[src/rtl/core/spcc_pkg.sv]
// ----------------------------------------------------------------------------
// spcc_pkg
// Types, constants and the CRC-32 byte step shared by the checker modules.
// ----------------------------------------------------------------------------
package spcc_pkg;

  localparam int PACKET_BYTES = 24;
  localparam int CRC_SPAN     = 20;
  localparam int WORD_COUNT   = 5;
  localparam int POS_W        = $clog2(PACKET_BYTES + 1);
  localparam int QUEUE_DEPTH  = 2;

  localparam logic [31:0] CRC_POLY     = 32'hEDB8_8320;
  localparam logic [31:0] CRC_ALL_ONES = 32'hFFFF_FFFF;

  typedef enum logic [1:0] {
    STATUS_OK       = 2'd0,
    STATUS_SHORT    = 2'd1,
    STATUS_MISMATCH = 2'd2,
    STATUS_DISABLED = 2'd3
  } status_t;

  // One 32-bit word as four little-endian byte lanes.
  typedef logic [3:0][7:0] word_t;

  // Per-datagram record handed from the front to the back.
  typedef struct packed {
    logic                      link_en;
    logic                      short_pkt;
    logic [31:0]               calc_crc;
    word_t                     check;
    logic [WORD_COUNT-1:0][31:0] words;
  } spcc_rec_t;

  // Reflected CRC-32 over one byte, one bit per step.
  function automatic logic [31:0] crc_byte(input logic [31:0] crc, input logic [7:0] data);
    logic [31:0] c;
    c = crc ^ {24'd0, data};
    for (int k = 0; k < 8; k++) begin
      c = c[0] ? ((c >> 1) ^ CRC_POLY) : (c >> 1);
    end
    return c;
  endfunction

endpackage

[src/rtl/core/spcc_ifs.sv]


interface spcc_result_if;
  import spcc_pkg::*;

  logic        valid;
  logic        ready;
  status_t     status;
  logic [31:0] cart_position_bits;
  logic [31:0] tilt_angle_bits;
  logic [31:0] cart_velocity_bits;
  logic [31:0] pole_rate_bits;
  logic [31:0] time_stamp_bits;
  logic [31:0] received_check;
  logic [31:0] good_packets;

  modport source (output valid, status, cart_position_bits, tilt_angle_bits,
                  cart_velocity_bits, pole_rate_bits, time_stamp_bits,
                  received_check, good_packets, input ready);
  modport sink   (input valid, status, cart_position_bits, tilt_angle_bits,
                  cart_velocity_bits, pole_rate_bits, time_stamp_bits,
                  received_check, good_packets, output ready);
endinterface

[src/rtl/core/spcc_back.sv]
// ----------------------------------------------------------------------------
// spcc_back
// Classify a record, count good packets and hold the result register.
// ----------------------------------------------------------------------------
module spcc_back (
  input  logic                clk,
  input  logic                rst,
  input  spcc_pkg::spcc_rec_t rec,
  input  logic                rec_valid,
  output logic                pop,
  spcc_result_if.source       result
);
  import spcc_pkg::*;

  status_t     status;
  status_t     status_next;
  logic        out_valid;
  logic        take;
  logic        keep_fields;
  logic [31:0] good;
  logic [31:0] good_next;
  logic [WORD_COUNT-1:0][31:0] words;
  logic [31:0] check;

  always_comb begin
    if (!rec.link_en) begin
      status_next = STATUS_DISABLED;
    end else if (rec.short_pkt) begin
      status_next = STATUS_SHORT;
    end else if (rec.calc_crc != rec.check) begin
      status_next = STATUS_MISMATCH;
    end else begin
      status_next = STATUS_OK;
    end
  end

  assign keep_fields = (status_next == STATUS_OK) || (status_next == STATUS_MISMATCH);
  assign good_next   = good + {31'd0, status_next == STATUS_OK};
  assign take        = !out_valid || result.ready;
  assign pop         = rec_valid && take;

  always_ff @(posedge clk) begin
    if (rst) begin
      out_valid <= 1'b0;
      good      <= '0;
    end else begin
      if (take) begin
        out_valid <= rec_valid;
      end
      if (pop) begin
        good <= good_next;
      end
    end
  end

  always_ff @(posedge clk) begin
    if (pop) begin
      status <= status_next;
      words  <= keep_fields ? rec.words : '0;
      check  <= keep_fields ? rec.check : '0;
    end
  end

  assign result.valid              = out_valid;
  assign result.status             = status;
  assign result.cart_position_bits = words[0];
  assign result.tilt_angle_bits    = words[1];
  assign result.cart_velocity_bits = words[2];
  assign result.pole_rate_bits     = words[3];
  assign result.time_stamp_bits    = words[4];
  assign result.received_check     = check;
  assign result.good_packets       = good;

endmodule

[src/flat_wrapper.sv]
// flat-port wrapper written by rule: the top's interface ports become plain ports
module spcc_back_flat import spcc_pkg::*;
  (clk, rst, rec, rec_valid, pop, result_valid, result_status, result_cart_position_bits, result_tilt_angle_bits, result_cart_velocity_bits, result_pole_rate_bits, result_time_stamp_bits, result_received_check, result_good_packets, result_ready);
  spcc_result_if result_i ();
  input  logic clk;
  input  logic rst;
  input  spcc_pkg::spcc_rec_t rec;
  input  logic rec_valid;
  output logic pop;
  output wire logic [$bits(result_i.valid)-1:0] result_valid;
  output wire logic [$bits(result_i.status)-1:0] result_status;
  output wire logic [$bits(result_i.cart_position_bits)-1:0] result_cart_position_bits;
  output wire logic [$bits(result_i.tilt_angle_bits)-1:0] result_tilt_angle_bits;
  output wire logic [$bits(result_i.cart_velocity_bits)-1:0] result_cart_velocity_bits;
  output wire logic [$bits(result_i.pole_rate_bits)-1:0] result_pole_rate_bits;
  output wire logic [$bits(result_i.time_stamp_bits)-1:0] result_time_stamp_bits;
  output wire logic [$bits(result_i.received_check)-1:0] result_received_check;
  output wire logic [$bits(result_i.good_packets)-1:0] result_good_packets;
  input wire logic [$bits(result_i.ready)-1:0] result_ready;
  assign result_valid = result_i.valid;
  assign result_status = result_i.status;
  assign result_cart_position_bits = result_i.cart_position_bits;
  assign result_tilt_angle_bits = result_i.tilt_angle_bits;
  assign result_cart_velocity_bits = result_i.cart_velocity_bits;
  assign result_pole_rate_bits = result_i.pole_rate_bits;
  assign result_time_stamp_bits = result_i.time_stamp_bits;
  assign result_received_check = result_i.received_check;
  assign result_good_packets = result_i.good_packets;
  assign result_i.ready = result_ready;
  spcc_back u_core (.clk(clk), .rst(rst), .rec(rec), .rec_valid(rec_valid), .pop(pop), .result(result_i));
endmodule
[config.mk]
export PLATFORM = sky130hd
export DESIGN_NAME = spcc_back_flat
export DESIGN_NICKNAME = d
export VERILOG_FILES = /design/src/rtl/core/spcc_pkg.sv /design/src/rtl/core/spcc_ifs.sv /design/src/rtl/core/spcc_back.sv /design/src/flat_wrapper.sv
export SDC_FILE = /design/constraint.sdc
export NUM_CORES = 1
export LEC_CHECK = 0
export BUFFER_PORTS_ARGS = -buffer_cell sky130_fd_sc_hd__buf_2
export CAP_MARGIN = 0
export CORE_AREA = 4 4 176 178
export DETAILED_ROUTE_END_ITERATION = 10
export DIE_AREA = 0 0 180 182
export GPL_TIMING_DRIVEN = 0
export PLACE_DENSITY_LB_ADDON = 0.25
export SETUP_SLACK_MARGIN = 0.1
export SLEW_MARGIN = 40
export SYNTH_ARGS = -nofsm -noshare
export SYNTH_HDL_FRONTEND = slang
export SYNTH_SLANG_ARGS = --single-unit
[constraint.sdc]
create_clock -name clk -period 6.9 [get_ports clk]
set_input_delay 0.345 -clock clk [delete_from_list [all_inputs] [get_ports clk]]
set_output_delay 0.345 -clock clk [all_outputs]
set_load 0.03 [all_outputs]
==> flow_metrics.py, run 1 <==
metrics = {
    "clock_tree": {
        "cts_resized": 0,
        "post_cts_buffers": 0,
        "htreeDepth": 1,
        "cts_buffers": 26,
        "clockBufferDepth": 3,
        "clock_latency_ns": 0.52,
        "cts.sinks": 227,
        "cts_hold_buf": 0,
        "root_buffer": "clkbuf_16",
        "clkTransAtPathRegs_ns": 0.06,
        "cts_tree": "done",
    },
    "drt": {
        "post-route-drc-count": 0,
        "wl_per_cell_um": 18.1,
        "finalWirelength_um": 27800,
        "vias": 6613,
        "first_pass_iters": 4,
        "antenna_left": 0,
        "via_per_inst": 4.31,
        "drt_iter0_markers": 331,
    },
    "cells_and_area": {
        "fin_nets": 1353,
        "area_growth_pct": 39.5,
        "ff_latch_area_um2": 6490,
        "fin_cells": 1534,
        "multiInputGateArea_um2": 2480,
        "nFillCells": 2784,
        "utilization_pct": 43.4,
        "drive_gt1_share_pct": 45.7,
    },
    "logic_synthesis": {
        "yosys_most_used_dff": "edfxtp_1",
        "yosys.area.top_type": "edfxtp_1",
        "yosysSeqAreaShare_pct": 70.9,
        "yosysUniqueCellTypes": 32,
        "yosys-top-cells-area": "edfxtp_1 (64%), and2_1 (13%), dfxtp_1 (7.2%), xor2_1 (3.5%), xnor2_1 (2.0%)",
        "yosysMostFrequentCell": "edfxtp_1",
        "synth.top_cell.area_share_pct": 63.7,
        "synth_edf_count": 194,
        "syn-cell-area_um2": 9150,
        "synth.top_cells.by_count": "edfxtp_1 (194), and2_1 (193), xor2_1 (37), dfxtp_1 (33), nor2_1 (27)",
        "synth-async-reset-ratio_pct": 0,
        "synth_cells": 635,
        "synth_nets": 867,
        "synth_area_per_cell_um2": 14.4,
        "yosys_warnings": 0,
        "synth-seq-cells": 227,
    },
    "place": {
        "placed_cells": 1483,
        "dp.final_hpwl_um": 21400,
        "finalWeightedCongestion": 0.840,
        "io_buffer_count": 456,
    },
    "global_route": {
        "grt_max_degree": 83,
        "antenna_found_initial": 1,
        "overflow": 0,
        "grt_usage_pct": 16.2,
        "grt_pass1_wl_um": 41500,
        "grt_pass1_vias": 6571,
    },
    "power_and_ir_drop": {
        "vdd_drop_max_mv": 0.163,
        "power_per_cell_area_nw_per_um2": 255,
        "p_leak_nw": 5.51,
    },
    "worst_setup_path": {
        "reg2reg_slack_ns": 4.95,
        "slowest_stage": "nor4_1",
        "setup.worst_path.end_class": "register",
        "critPathMaxStageDelay_ns": 0.48,
        "cp_data_arrival_time_ns": 3.07,
        "crit_fanout": 9,
        "crit_buf_inv": 1,
        "critPathTopFamily": "simple AND/OR/NAND/NOR gates",
        "start_kind": "primary input",
        "crit_required_ns": 7.28,
        "crit_chain": "buf_2, xor2_1, nor4_1, nand4_1, nor3_1, ha_1, ha_1, nand4_2, nor3_1, xnor2_1, nor2_1",
        "crit_type": "in2reg",
    },
    "floorplan": {
        "boundaryPins": 458,
        "row_count": 63,
        "core_area_um2": 29400,
        "initial_core_util_pct": 31.1,
        "fp.dieW_um": 180,
        "die_h_um": 182,
        "die_area_um2": 32800,
    },
    "sta": {
        "tightest_slew_ns": 0.598,
        "fmax_mhz": 371,
        "hold_ws_ns": 0.0972,
        "skew_ns": 0.0124,
        "min_period_over_period_pct": 39.0,
        "fin_crit_ns": 2.69,
        "finalHoldViolations": 0,
        "maxSlewViolCount": 0,
        "relSlewSlack_pct": 60.1,
        "rsz0062_at_grt": "false",
        "finalSetupViolCount": 0,
    },
    "run_status": {
        "outcome": "complete, no violations",
    },
    "run": {
        "cap_violations": 0,
    },
    "worst_hold_path": {
        "hp-class": "in2reg",
    },
}
[worst reg2reg max path, cell delays in order (launching register included)]
cell      delay [ns]
dfxtp_1         0.31
nand2b_1        0.06
clkbuf_2        0.19
nand2_1         0.19
inv_8           0.34
buf_16          0.44
[where the power goes]
part | leakage [nW] | switching (mW) | internal [mW]
clock network | 0.380 | 0.534 | 0.726
logic | 2.93 | 0.279 | 0.130
registers | 2.20 | 0.0156 | 1.57
total | 5.51 | 0.829 | 2.43
[layout by cell type, fill, tap and decap left out, types with 2 or more instances in the layout]
cell / count
inv_1: 6
o21ai_0: 5
nand4_1: 6
buf_2: 458
and4_1: 3
buf_6: 4
nor4_2: 11
dfxtp_1: 33
clkbuf_16: 27
buf_16: 2
clkinv_2: 6
and3_1: 2
nand2_1: 13
nand4_4: 2
ha_1: 2
clkbuf_1: 34
and4_4: 3
diode_2: 3
edfxtp_1: 194
and2_1: 193
clkinv_1: 4
nand3_1: 11
xor2_1: 37
or3_1: 4
xnor2_1: 21
a21oi_1: 7
nor4_1: 8
nor3_1: 7
nor2_1: 27
[layout make-up]
cell class              count  share of cell area [%]
multi-input cells         369                    19.4
repair buffers            458                    18.3
diodes                      3                  0.0588
flip-flops and latches    227                    50.8
clock buffers              37                    5.67
well taps                 390                    3.82
inverters                   7                   0.265
plain buffers              32                    1.21
clock inverters            11                   0.412
[sequential cells by signal, summed over array words and instances (netlist names)]
signal	count
u_core.result.cart_position_bits	32
u_core.result.cart_velocity_bits	32
u_core.result.good_packets	32
u_core.result.pole_rate_bits	32
u_core.result.received_check	32
u_core.result.tilt_angle_bits	32
u_core.result.time_stamp_bits	32
u_core.result.status	2
u_core.result.valid	1
[worst paths after layout]
| check | start | to | depth (start not counted) |
|---|---|---|---|
| max reg2reg | u_core.result.valid | u_core.result.time_stamp_bits[15] | 5 |
| min reg2reg | u_core.result.good_packets[0] | u_core.result.good_packets[0] | 2 |
| max | rec[180] | u_core.result.good_packets[18] | 11 |
| min | rec[101] | u_core.result.pole_rate_bits[5] | 2 |
[through the flow]
stage	power [mW]	TNS, ns	instance area [µm²]	worst slack [ns]
6_report	3.26	0	12800	4.21
5_1_grt	3.40	0	12800	3.90
4_1_cts	3.31	0	12800	4.05
3_5_place_dp	2.03	0	12000	3.54
3_3_place_gp	2.04	-17.90	11900	-0.705
2_1_floorplan	1.86	0	9150	1.63
[metal layers]
layer	part of all wire, %	routed length, µm	up-vias	global-route usage [%]
met3	8.0	2220	37	4.55
met4	1.7	480	2	3.47
met2	51	14100	275	28.8
met5	0.058	16	-	0
li1	-	-	3191	-
met1	39	11000	3108	19.8
[cells by family (layout without fill, tap and decap cells)]
logic type      Yosys count  count (layout)  synth area share, %
compound gates           12              12                0.656
other cells               0               3                    0
simple gates            297             297                 20.6
xor+xnor                 58              58                 5.55
flops                   227             227                 70.9
fa+ha+maj                 2               2                0.274
buf+inv                  39             545                 1.97
(Power assumes the default switching activity.)
==> run 2: changes to the inputs <==
==> constraint.sdc (replaced) <==
create_clock -name clk -period 2.8 [get_ports clk]
set_input_delay 0.14 -clock clk [delete_from_list [all_inputs] [get_ports clk]]
set_output_delay 0.14 -clock clk [all_outputs]
set_load 0.03 [all_outputs]
==> flow_metrics.py, run 2 (synthesis results as in run 1) <==
metrics = {
    "run_status": {
        "outcome": "complete, no violations",
    },
    "drt": {
        "vias": 7590,
        "wl_per_cell_um": 17.9,
        "drt_iter0_markers": 340,
        "via_per_inst": 4.38,
        "finalWirelength_um": 31100,
        "antenna_left": 0,
        "post-route-drc-count": 0,
        "first_pass_iters": 4,
    },
    "sta": {
        "maxSlewViolCount": 0,
        "tightest_slew_ns": 0.678,
        "rsz0062_at_grt": "false",
        "min_period_over_period_pct": 88.2,
        "fmax_mhz": 405,
        "fin_crit_ns": 2.47,
        "relSlewSlack_pct": 54.4,
        "finalSetupViolCount": 0,
        "skew_ns": 0.0231,
        "finalHoldViolations": 0,
    },
    "floorplan": {
        "boundaryPins": 458,
        "initial_core_util_pct": 31.1,
        "die_area_um2": 32800,
        "die_h_um": 182,
        "core_area_um2": 29400,
        "fp.dieW_um": 180,
        "row_count": 63,
    },
    "place": {
        "finalWeightedCongestion": 0.839,
        "dp.final_hpwl_um": 23000,
        "placed_cells": 1490,
        "io_buffer_count": 456,
    },
    "global_route": {
        "grt_pass1_wl_um": 47500,
        "overflow": 0,
        "grt_usage_pct": 18.3,
        "antenna_found_initial": 3,
        "grt_max_degree": 27,
        "grt_pass1_vias": 8029,
    },
    "cells_and_area": {
        "layout_commonest_cell": "buf_2",
        "area_growth_pct": 63.5,
        "fin_nets": 1557,
        "fin_cells": 1734,
        "drive_gt1_share_pct": 39.5,
        "final_cell_mix": "buf_2 (457), dlygate4sd3_1 (197), edfxtp_1 (194)",
    },
    "worst_setup_path": {
        "start_kind": "primary input",
        "reg2reg_slack_ns": 0.57,
        "setup.worst_path.end_class": "register",
        "crit_required_ns": 3.18,
        "crit_type": "in2reg",
        "crit_fanout": 10,
        "cp_data_arrival_time_ns": 2.85,
    },
    "clock_tree": {
        "post_cts_buffers": 0,
        "root_buffer": "clkbuf_16",
        "cts_tree": "done",
        "cts_buffers": 26,
        "clockBufferDepth": 3,
        "clkTransAtPathRegs_ns": 0.05,
        "cts.sinks": 227,
        "htreeDepth": 1,
        "clock_latency_ns": 0.53,
    },
    "power_and_ir_drop": {
        "p_total_mw": 8.35,
        "p_leak_nw": 6.42,
        "power_per_cell_area_nw_per_um2": 558,
        "vdd_drop_max_mv": 0.402,
    },
    "worst_hold_path": {
        "hp-class": "in2reg",
    },
    "run": {
        "cap_violations": 0,
    },
}
==> run 2: cell types whose count changed in the layout (fill, tap and decap cells not counted), sizes merged <==
cell,change
buf,+7
bufinv,+1
clkbuf,-6
dlygate4sd3,+197
diode,-1
clkinv,+3
inv,-1
==> run 2: area by class of cell <==
class	instances	area, µm²
Sequential cell	227	6490
Clock buffer	31	689
Antenna cell	2	5.00
Tap cell	390	488
Multi-Input combinational cell	369	2510
Fill cell	2555	14400
Timing Repair Buffer	662	4480
Inverter	7	30.0
Clock inverter	14	96.3
Buffer	32	166
==> run 2: power by group <==
part | switching [mW] | internal [mW]
Sequential | 0.0481 | 3.87
Combinational | 0.752 | 0.533
Clock | 1.32 | 1.83
==> run 2: per-layer routing <==
| layer | global-route usage, % | wire [µm] |
|---|---|---|
| met2 | 34.3 | 16400 |
| met5 | 0 | 12 |
| met4 | 5.00 | 966 |
| met1 | 20.4 | 11500 |
| met3 | 5.15 | 2240 |
==> run 2: through the flow <==
step / setup WS [ns] / util, % / setup TNS [ns] / hold slack, ns / cell area, µm²
2_1_floorplan: -1.31 / - / -255.75 / 0.259 / 9170
3_3_place_gp: -2.65 / 40.6 / -525.28 / 0.408 / 11900
3_5_place_dp: -0.460 / 41.4 / -8.76 / 0.412 / 12200
4_1_cts: 0.114 / 50.8 / 0 / 0.141 / 14900
5_1_grt: 0.104 / 50.9 / 0 / 0.179 / 15000
6_report: 0.331 / 50.9 / 0 / 0.181 / 15000
==> run 2: worst paths after layout <==
kind | startpoint | end | depth (start not counted)
worst max-delay path | rec[180] | u_core.result.good_packets[15] | 12
worst min-delay path | result_ready | u_core.result.good_packets[1] | 6
worst max register to register | u_core.result.valid | u_core.result.cart_velocity_bits[16] | 9
worst min register to register | u_core.result.good_packets[0] | u_core.result.good_packets[0] | 2
==> run 2: timing repair <==
item,in CTS,in global routing
endpoints found under the hold margin,196,0
resized for setup,0,8
hold buffers,197,0
setup endpoints to repair,0,23
==> run 2: critical path, cell delays in order <==
cell     delay (ns)
buf_2          0.13
xor2_1         0.15
nor4_1         0.61
nand4_1        0.29
nor3_2         0.27
ha_2           0.23
and3_1         0.20
nand3_2        0.15
buf_4          0.23
nor3_1         0.24
xnor2_1        0.15
nor2_1         0.05
